[src/rtl/assert_macros.svh]
// Assertion macros shared by the vertex transform RTL.
`ifndef ASSERT_MACROS_SVH
`define ASSERT_MACROS_SVH

// Checked only while out of reset.
`define VMT_ASSERT(lbl, prop, msg) \
  lbl: assert property (@(posedge clk_i) disable iff (!rst_ni) prop) \
    else $error(msg);

// Checked at every edge, reset included.
`define VMT_ASSERT_ALWAYS(lbl, prop, msg) \
  lbl: assert property (@(posedge clk_i) prop) \
    else $error(msg);

`endif

[src/rtl/vmt_pkg.sv]
// Types, constants and register codes of the vertex matrix transform.
package vmt_pkg;

  localparam int unsigned FRAC_BITS = 16;
  localparam int unsigned DATA_W    = 32;
  localparam int unsigned PROD_W    = 2 * DATA_W;
  localparam int unsigned PAIR_W    = PROD_W + 1;
  localparam int unsigned SUM_W     = PROD_W + 2;
  localparam int unsigned CFG_W     = 2 * DATA_W;
  localparam int unsigned NUM_REGS  = 8;
  localparam int unsigned SEL_W     = $clog2(NUM_REGS);
  localparam int unsigned IDX_W     = SEL_W + 1;
  localparam int unsigned DIM       = 4;

  localparam logic [DATA_W-1:0] FIX_ONE      = DATA_W'(1) << FRAC_BITS;
  localparam logic [CFG_W-1:0]  RST_EVEN_ONE = {{DATA_W{1'b0}}, FIX_ONE};
  localparam logic [CFG_W-1:0]  RST_ODD_ONE  = {FIX_ONE, {DATA_W{1'b0}}};

  typedef enum logic [IDX_W-1:0] {
    REG_R0_C01 = IDX_W'(0),
    REG_R0_C23 = IDX_W'(1),
    REG_R1_C01 = IDX_W'(2),
    REG_R1_C23 = IDX_W'(3),
    REG_R2_C01 = IDX_W'(4),
    REG_R2_C23 = IDX_W'(5),
    REG_R3_C01 = IDX_W'(6),
    REG_R3_C23 = IDX_W'(7)
  } vmt_reg_e;

  typedef logic [DATA_W-1:0] word_t;
  typedef word_t [DIM-1:0]   vec_t;
  // Indexed as [row][column].
  typedef vec_t [DIM-1:0]    mat_t;

  typedef logic [PROD_W-1:0]   prod_t;
  typedef prod_t [DIM-1:0]     prod_col_t;
  // Indexed as [column][row].
  typedef prod_col_t [DIM-1:0] prod_mat_t;

  typedef struct packed {
    vec_t pos;
    vec_t norm;
    logic with_normal;
    logic last;
  } vertex_t;

  typedef struct packed {
    prod_mat_t pos_p;
    prod_mat_t norm_p;
    vec_t      norm;
    logic      with_normal;
    logic      last;
  } prod_bundle_t;

  typedef struct packed {
    vec_t pos;
    vec_t norm;
    logic last;
  } result_t;

endpackage

[src/rtl/vmt_matrix_regs.sv]
// Configuration registers holding the 4x4 transform matrix.
module vmt_matrix_regs (
  input  logic                             clk_i,
  input  logic                             rst_ni,
  input  logic                             cfg_we_i,
  input  logic [vmt_pkg::IDX_W-1:0]        cfg_index_i,
  input  logic [vmt_pkg::CFG_W-1:0]        cfg_data_i,
  output vmt_pkg::mat_t                    mat_o
);

  logic [vmt_pkg::CFG_W-1:0] regs_q [vmt_pkg::NUM_REGS];

  always_ff @(posedge clk_i or negedge rst_ni) begin
    if (!rst_ni) begin
      regs_q[vmt_pkg::SEL_W'(vmt_pkg::REG_R0_C01)] <= vmt_pkg::RST_EVEN_ONE;
      regs_q[vmt_pkg::SEL_W'(vmt_pkg::REG_R0_C23)] <= '0;
      regs_q[vmt_pkg::SEL_W'(vmt_pkg::REG_R1_C01)] <= vmt_pkg::RST_ODD_ONE;
      regs_q[vmt_pkg::SEL_W'(vmt_pkg::REG_R1_C23)] <= '0;
      regs_q[vmt_pkg::SEL_W'(vmt_pkg::REG_R2_C01)] <= '0;
      regs_q[vmt_pkg::SEL_W'(vmt_pkg::REG_R2_C23)] <= vmt_pkg::RST_EVEN_ONE;
      regs_q[vmt_pkg::SEL_W'(vmt_pkg::REG_R3_C01)] <= '0;
      regs_q[vmt_pkg::SEL_W'(vmt_pkg::REG_R3_C23)] <= vmt_pkg::RST_ODD_ONE;
    end else if (cfg_we_i && !cfg_index_i[vmt_pkg::IDX_W-1]) begin
      // Writes beyond the last register are dropped.
      regs_q[cfg_index_i[vmt_pkg::SEL_W-1:0]] <= cfg_data_i;
    end
  end

  // Each register carries an even column in its low half and an odd one above.
  always_comb begin
    for (int r = 0; r < vmt_pkg::DIM; r++) begin
      for (int c = 0; c < vmt_pkg::DIM; c++) begin
        mat_o[r][c] = regs_q[vmt_pkg::SEL_W'(2 * r + (c >> 1))]
                            [vmt_pkg::DATA_W * (c & 1) +: vmt_pkg::DATA_W];
      end
    end
  end

endmodule

[src/rtl/vmt_mul_stage.sv]
// Input register and product stage: all vector-by-matrix products in parallel.
module vmt_mul_stage (
  input  logic                  clk_i,
  input  logic                  rst_ni,
  input  logic                  valid_i,
  output logic                  ready_o,
  input  vmt_pkg::vertex_t      vertex_i,
  input  vmt_pkg::mat_t         mat_i,
  output logic                  valid_o,
  input  logic                  ready_i,
  output vmt_pkg::prod_bundle_t prod_o
);

  logic                  valid_a_q, valid_b_q;
  logic                  ready_a, ready_b;
  vmt_pkg::vertex_t      vtx_q;
  vmt_pkg::prod_bundle_t prod_q, prod_d;

  assign ready_b = !valid_b_q || ready_i;
  assign ready_a = !valid_a_q || ready_b;

  always_ff @(posedge clk_i or negedge rst_ni) begin
    if (!rst_ni) begin
      valid_a_q <= 1'b0;
      valid_b_q <= 1'b0;
    end else begin
      if (ready_a) begin
        valid_a_q <= valid_i;
      end
      if (ready_b) begin
        valid_b_q <= valid_a_q;
      end
    end
  end

  always_ff @(posedge clk_i) begin
    if (ready_a && valid_i) begin
      vtx_q <= vertex_i;
    end
    if (ready_b && valid_a_q) begin
      prod_q <= prod_d;
    end
  end

  // The normal sees the matrix with its translation entries taken as zero.
  always_comb begin
    logic signed [vmt_pkg::DATA_W-1:0] pv, nv, pm, nm;
    logic signed [vmt_pkg::PROD_W-1:0] pp, np;
    prod_d = '0;
    for (int c = 0; c < vmt_pkg::DIM; c++) begin
      for (int r = 0; r < vmt_pkg::DIM; r++) begin
        pv = vtx_q.pos[r];
        nv = vtx_q.norm[r];
        pm = mat_i[r][c];
        nm = (r == vmt_pkg::DIM - 1 && c < vmt_pkg::DIM - 1) ? '0 : mat_i[r][c];
        pp = pv * pm;
        np = nv * nm;
        prod_d.pos_p[c][r]  = pp;
        prod_d.norm_p[c][r] = np;
      end
    end
    prod_d.norm        = vtx_q.norm;
    prod_d.with_normal = vtx_q.with_normal;
    prod_d.last        = vtx_q.last;
  end

  assign ready_o = ready_a;
  assign valid_o = valid_b_q;
  assign prod_o  = prod_q;

endmodule

[src/rtl/vmt_sum_stage.sv]
// Adder tree, fraction drop and saturation, ending in the output register.
module vmt_sum_stage (
  input  logic                  clk_i,
  input  logic                  rst_ni,
  input  logic                  valid_i,
  output logic                  ready_o,
  input  vmt_pkg::prod_bundle_t prod_i,
  output logic                  valid_o,
  input  logic                  ready_i,
  output vmt_pkg::result_t      result_o
);

  typedef logic [vmt_pkg::PAIR_W-1:0] pair_t;
  typedef pair_t [1:0]                pair2_t;
  typedef pair2_t [vmt_pkg::DIM-1:0]  pair_vec_t;

  typedef struct packed {
    pair_vec_t     pos_s;
    pair_vec_t     norm_s;
    vmt_pkg::vec_t norm;
    logic          with_normal;
    logic          last;
  } pair_bundle_t;

  localparam int unsigned TOP_LO = vmt_pkg::FRAC_BITS + vmt_pkg::DATA_W - 1;

  logic             valid_c_q, valid_d_q;
  logic             ready_c, ready_d;
  pair_bundle_t     pair_q, pair_d;
  vmt_pkg::result_t res_q, res_d;

  // Drop the fraction bits (floor) and clamp to the signed word range.
  function automatic vmt_pkg::word_t sat_word(logic [vmt_pkg::SUM_W-1:0] total);
    logic [vmt_pkg::SUM_W-1-TOP_LO:0] top;
    vmt_pkg::word_t                   res;
    top = total[vmt_pkg::SUM_W-1:TOP_LO];
    if ((&top) || !(|top)) begin
      res = total[TOP_LO:vmt_pkg::FRAC_BITS];
    end else if (total[vmt_pkg::SUM_W-1]) begin
      res = {1'b1, {(vmt_pkg::DATA_W-1){1'b0}}};
    end else begin
      res = {1'b0, {(vmt_pkg::DATA_W-1){1'b1}}};
    end
    return res;
  endfunction

  assign ready_d = !valid_d_q || ready_i;
  assign ready_c = !valid_c_q || ready_d;

  always_ff @(posedge clk_i or negedge rst_ni) begin
    if (!rst_ni) begin
      valid_c_q <= 1'b0;
      valid_d_q <= 1'b0;
    end else begin
      if (ready_c) begin
        valid_c_q <= valid_i;
      end
      if (ready_d) begin
        valid_d_q <= valid_c_q;
      end
    end
  end

  always_ff @(posedge clk_i) begin
    if (ready_c && valid_i) begin
      pair_q <= pair_d;
    end
    if (ready_d && valid_c_q) begin
      res_q <= res_d;
    end
  end

  always_comb begin
    logic signed [vmt_pkg::PAIR_W-1:0] ps0, ps1, ns0, ns1;
    pair_d = '0;
    for (int c = 0; c < vmt_pkg::DIM; c++) begin
      ps0 = $signed(prod_i.pos_p[c][0]) + $signed(prod_i.pos_p[c][1]);
      ps1 = $signed(prod_i.pos_p[c][2]) + $signed(prod_i.pos_p[c][3]);
      ns0 = $signed(prod_i.norm_p[c][0]) + $signed(prod_i.norm_p[c][1]);
      ns1 = $signed(prod_i.norm_p[c][2]) + $signed(prod_i.norm_p[c][3]);
      pair_d.pos_s[c][0]  = ps0;
      pair_d.pos_s[c][1]  = ps1;
      pair_d.norm_s[c][0] = ns0;
      pair_d.norm_s[c][1] = ns1;
    end
    pair_d.norm        = prod_i.norm;
    pair_d.with_normal = prod_i.with_normal;
    pair_d.last        = prod_i.last;
  end

  always_comb begin
    logic signed [vmt_pkg::SUM_W-1:0] pt, nt;
    res_d = '0;
    for (int c = 0; c < vmt_pkg::DIM; c++) begin
      pt = $signed(pair_q.pos_s[c][0]) + $signed(pair_q.pos_s[c][1]);
      nt = $signed(pair_q.norm_s[c][0]) + $signed(pair_q.norm_s[c][1]);
      res_d.pos[c]  = sat_word(pt);
      res_d.norm[c] = pair_q.with_normal ? sat_word(nt) : pair_q.norm[c];
    end
    res_d.last = pair_q.last;
  end

  assign ready_o  = ready_c;
  assign valid_o  = valid_d_q;
  assign result_o = res_q;

endmodule

[src/rtl/vertex_matrix_transform.sv]
// Top level of the fixed-point 4x4 vertex matrix transform.
//
//   channel  direction  handshake                  payload
//   vertex   in         in_valid_i / in_stall_o    pos_*_i, norm_*_i, with_normal_i,
//                                                  last_vertex_i
//   result   out        out_valid_o / out_stall_i  out_pos_*_o, out_norm_*_o, out_last_o
//   config   in         cfg_we_i                   cfg_index_i, cfg_data_i
//
// One vertex is taken every clock while in_stall_o is low; each request passes through the
// input register, products, pair sums and output register before its result is presented.
// The depth is set by the 32x32 multipliers and the 66-bit adder tree behind them.
// Reset empties the pipeline and loads the identity matrix.
// A stall on the result side holds the last stage; earlier stages keep moving
// into empty slots, and in_stall_o rises only once every stage is full.
`include "assert_macros.svh"

module vertex_matrix_transform (
  input  logic                          clk_i,
  input  logic                          rst_ni,
  input  logic                          cfg_we_i,
  input  logic [vmt_pkg::IDX_W-1:0]     cfg_index_i,
  input  logic [vmt_pkg::CFG_W-1:0]     cfg_data_i,
  input  logic                          in_valid_i,
  output logic                          in_stall_o,
  input  logic signed [vmt_pkg::DATA_W-1:0] pos_x_i,
  input  logic signed [vmt_pkg::DATA_W-1:0] pos_y_i,
  input  logic signed [vmt_pkg::DATA_W-1:0] pos_z_i,
  input  logic signed [vmt_pkg::DATA_W-1:0] pos_w_i,
  input  logic signed [vmt_pkg::DATA_W-1:0] norm_x_i,
  input  logic signed [vmt_pkg::DATA_W-1:0] norm_y_i,
  input  logic signed [vmt_pkg::DATA_W-1:0] norm_z_i,
  input  logic signed [vmt_pkg::DATA_W-1:0] norm_w_i,
  input  logic                          with_normal_i,
  input  logic                          last_vertex_i,
  output logic                          out_valid_o,
  input  logic                          out_stall_i,
  output logic signed [vmt_pkg::DATA_W-1:0] out_pos_x_o,
  output logic signed [vmt_pkg::DATA_W-1:0] out_pos_y_o,
  output logic signed [vmt_pkg::DATA_W-1:0] out_pos_z_o,
  output logic signed [vmt_pkg::DATA_W-1:0] out_pos_w_o,
  output logic signed [vmt_pkg::DATA_W-1:0] out_norm_x_o,
  output logic signed [vmt_pkg::DATA_W-1:0] out_norm_y_o,
  output logic signed [vmt_pkg::DATA_W-1:0] out_norm_z_o,
  output logic signed [vmt_pkg::DATA_W-1:0] out_norm_w_o,
  output logic                          out_last_o
);

  vmt_pkg::mat_t         mat;
  vmt_pkg::vertex_t      vertex;
  vmt_pkg::prod_bundle_t prod;
  vmt_pkg::result_t      result;
  logic                  in_ready;
  logic                  prod_valid, prod_ready;

  assign vertex.pos         = {pos_w_i, pos_z_i, pos_y_i, pos_x_i};
  assign vertex.norm        = {norm_w_i, norm_z_i, norm_y_i, norm_x_i};
  assign vertex.with_normal = with_normal_i;
  assign vertex.last        = last_vertex_i;

  vmt_matrix_regs u_regs (
    .clk_i       (clk_i),
    .rst_ni      (rst_ni),
    .cfg_we_i    (cfg_we_i),
    .cfg_index_i (cfg_index_i),
    .cfg_data_i  (cfg_data_i),
    .mat_o       (mat)
  );

  vmt_mul_stage u_mul (
    .clk_i    (clk_i),
    .rst_ni   (rst_ni),
    .valid_i  (in_valid_i),
    .ready_o  (in_ready),
    .vertex_i (vertex),
    .mat_i    (mat),
    .valid_o  (prod_valid),
    .ready_i  (prod_ready),
    .prod_o   (prod)
  );

  vmt_sum_stage u_sum (
    .clk_i    (clk_i),
    .rst_ni   (rst_ni),
    .valid_i  (prod_valid),
    .ready_o  (prod_ready),
    .prod_i   (prod),
    .valid_o  (out_valid_o),
    .ready_i  (!out_stall_i),
    .result_o (result)
  );

  assign in_stall_o   = !in_ready;
  assign out_pos_x_o  = result.pos[0];
  assign out_pos_y_o  = result.pos[1];
  assign out_pos_z_o  = result.pos[2];
  assign out_pos_w_o  = result.pos[3];
  assign out_norm_x_o = result.norm[0];
  assign out_norm_y_o = result.norm[1];
  assign out_norm_z_o = result.norm[2];
  assign out_norm_w_o = result.norm[3];
  assign out_last_o   = result.last;

  // The pipeline only pushes back once the output is full and held.
  `VMT_ASSERT_ALWAYS(a_stall_only_when_full, in_stall_o |-> out_valid_o && out_stall_i, "input stalled with room in the pipeline")
  `VMT_ASSERT(a_prod_holds, prod_valid && !prod_ready |=> prod_valid && $stable(prod.last), "product stage lost a held request")
  `VMT_ASSERT(a_cfg_m33, cfg_we_i && cfg_index_i == vmt_pkg::REG_R3_C23 |=> mat[vmt_pkg::DIM-1][vmt_pkg::DIM-1] == $past(cfg_data_i[vmt_pkg::CFG_W-1:vmt_pkg::DATA_W]), "matrix entry M33 not taken from its register")

endmodule

[config.mk]
export PLATFORM = sky130hd
export DESIGN_NAME = vertex_matrix_transform
export DESIGN_NICKNAME = d
export VERILOG_FILES = /design/src/rtl/vmt_pkg.sv /design/src/rtl/vmt_matrix_regs.sv /design/src/rtl/vmt_mul_stage.sv /design/src/rtl/vmt_sum_stage.sv /design/src/rtl/vertex_matrix_transform.sv
export VERILOG_INCLUDE_DIRS = /design/src /design/src/rtl
export SDC_FILE = /design/constraint.sdc
export NUM_CORES = 1
export LEC_CHECK = 0
export ABC_AREA = 1
export BUFFER_PORTS_ARGS = -buffer_cell sky130_fd_sc_hd__buf_2
export CORE_AREA = 2 2 228 230
export DETAILED_ROUTE_END_ITERATION = 12
export DIE_AREA = 0 0 230 232
export PLACE_DENSITY_LB_ADDON = 0.3
export SYNTH_ARGS = -nofsm -noshare
export SYNTH_HDL_FRONTEND = slang
export SYNTH_SLANG_ARGS = --single-unit
[constraint.sdc]
create_clock -name clk_i -period 19.8 [get_ports clk_i]
set_input_delay 1.98 -clock clk_i [delete_from_list [all_inputs] [get_ports clk_i]]
set_output_delay 1.98 -clock clk_i [all_outputs]
set_load 0.01 [all_outputs]
==> impl_results.md <==
* Most common cell after layout, fill and taps aside: edfxtp_1
* # fillers at about 4600
* Post-DP Area at 0.0184 mm²
* CTS clk-pin slew, worst paths at 0.06 ns
* Top Ports at 590
* Worst setup EP type: output pin
* CTS Sinks at 520
* R2R Path Start: u_sum.valid_o
* Largest net degree at the start of global routing at between 100 and 150
* Most frequent cells in the layout: edfxtp_1 (516), buf_2 (263), conb_1 (128)
* Hold buffer count at cts at 0
* Placed wire-length estimate at 16.6 mm
* Core area at slightly above 0.05 mm²
* Placed Instances at roughly 1600
* Routability cong. at between 0.6 and 0.7
* Critical path class: in2out
* Clock power frac at approximately two fifths
* Hold depth at 0
* Minimum clock period at 4.53 ns
* TritonCTS clock tree: yes
* Num CTS Buffers at 53
* Initial drt markers at 335
* Slew @ Worst Pin at 0.819 ns
* Post-Syn Instances at 666
* CP Max Fanout at 3
* First-pass GRT wire length at 38.9 mm
* Starting Density at 32.7%
* Gr usage total at slightly below 10%
* Design Power at between 0.002 and 0.003 W
* Rows at between 80 and 90
* Tcrit/Tclk final at 22.9%
* Seq. cell area at 0.0156 mm²
* Sequential share of power at 53.3%
* TritonRoute pass-1 iters at 4
* Die Area at 0.0534 mm²
* Logic pwr share at 7.5%
* Max-cap violations at 0
* Syn-to-layout area delta at 22.2%
* Run status: completed
* PD cells at 135 mW/mm²
* H-tree depth at 2
* Root Driver: clkbuf_16
* ANT nets after route at 0
* Setup tns final at 0 ns
* WL final at roughly 27 mm
* PortBufs at 263
* Max VDD drop at ~0.071 mV
* Post-CTS setup buffer count at 0
* Worst min path class: reg2reg
* DRC at 0
* Routed len/inst at ~16 µm
* RSZ-0062 raised after global routing: false
* R2R Path End: u_sum.pair_q[67]
* Switch share at 21.6%
* Worst hold endpoint: u_sum.pair_q[26]
* Final setup fails at 0
* Layout net count at approximately 1300
* Power Internal at 0.00215 W
* Synthesized area per cell at 25.0 µm²
* Fmax at 221 MHz
* Worst endpoint required time at 17.82 ns
* Leakage at 7.52 nW
* Clock buffer depth at 3
* Antenna diodes at 0
* Number of global-route vias before repair at 6442
* Fin cells at 1711
* Multi-input logic area at 571 µm²
* GRT overflow at 0
* FF-to-FF path depth at 6
* Register area share after synthesis at a little over nine tenths
* Cts repair resizes at 0
* Slew headroom at 45.4%
* Layout cell share with drive strength beyond 1 at 35.0%
* Post-synthesis register bit count at 520
* Die height at 232 µm
* Initial antenna violation count at 4
* Post-Layout Inst Area at 0.0203 mm²
* Hold path start: u_mul.prod_o[26]
* Worst skew pair latency at ~0.58 ns
* Synth cell types at 12
* YS warnings at 0
* CP arrival at 2.55 ns
* Max Slew Vio Count at 0
* Vias per inst at 3.72
* Vias at 6367
* Setup crit start kind: input port
* Skew final at 0.0175 ns
* Mapped cell area at 0.0166 mm²
* Flop-to-flop setup slack at ~17 ns
* Die width at 230 µm
* Final hold violations at 0
* Net switching power at 0.000592 W
-- layer usage --
metal  track usage, %  wire length, µm  vias to the layer above
li1                 -                -                     2971
met1             11.9            10800                     3140
met2             15.8            13100                      194
met3             3.59             2060                       56
met4             4.33              772                        6
met5                0               39                        -
-- sequential cells by signal (all words and copies together), names as in the netlist --
register	cells
u_sum.pair_q	129
u_sum.valid_o	1
u_mul.valid_a_q	1
u_sum.result_o	129
u_mul.valid_o	1
u_mul.prod_d	129
u_mul.prod_o	129
u_sum.valid_c_q	1
-- cell usage after synthesis, drive strengths merged --
library cell	n	area, µm²
nor2	3	13.8
conb	1	3.75
inv	5	18.8
dfrtp	4	100
edfxtp	516	15500
nand2	6	22.5
a31oi	1	6.26
nand4	1	12.5
o21ai	1	5.00
buf	128	961
-- power by group through the flow --
stage / clock, W / combinational (W) / sequential (W)
floorplan: 0 / 0.0000848 / 0.00154
global placement: 0 / 0.000215 / 0.00148
detailed placement: 0 / 0.000217 / 0.00149
CTS: 0.00112 / 0.000216 / 0.00147
global route: 0.00116 / 0.000228 / 0.00148
finish: 0.00108 / 0.000205 / 0.00146
-- worst max-delay path: stages --
cell and delay [ns]:
buf_2 0.09, nand4_2 0.13, nor2_2 0.17, buf_2 0.17
-- metrics by stage --
stage,worst slack [ns],hold WS [ns],utilization [%]
2_1_floorplan,10.77,0.400,-
3_3_place_gp,15.26,0.400,36.2
3_5_place_dp,15.26,0.405,36.2
4_1_cts,15.26,0.414,40.0
5_1_grt,15.22,0.415,40.0
6_report,15.27,0.412,40.0
-- worst max path at each step --
stage / start / end / slack [ns] / cells past startpoint
3_5_place_dp: out_stall_i / in_stall_o / 15.26 / 4
4_1_cts: out_stall_i / in_stall_o / 15.26 / 4
2_1_floorplan: out_stall_i / u_mul.prod_o[0] / 10.77 / 3
3_3_place_gp: out_stall_i / in_stall_o / 15.26 / 4
5_1_grt: out_stall_i / in_stall_o / 15.22 / 4
6_report: out_stall_i / in_stall_o / 15.27 / 4
-- logic make-up (layout without fill, tap and decap cells) --
kind of cell	Yosys count	after routing	synth area share (%)
AOI/OAI and AO/OA	2	2	0.0677
buffers and inverters	133	371	5.89
DFF	520	520	93.7
other	1	128	0.0225
and+or+nand+nor	10	10	0.293
-- area by class of cell --
cell class	count	area share [%]
clock buffer	60	6.70
multi-input combinational	140	2.81
tap	680	4.19
inverter	5	0.117
timing repair buffer	271	6.83
sequential	520	76.7
clock inverter	35	2.65
Note: power is estimated with default switching activity, not from simulation.
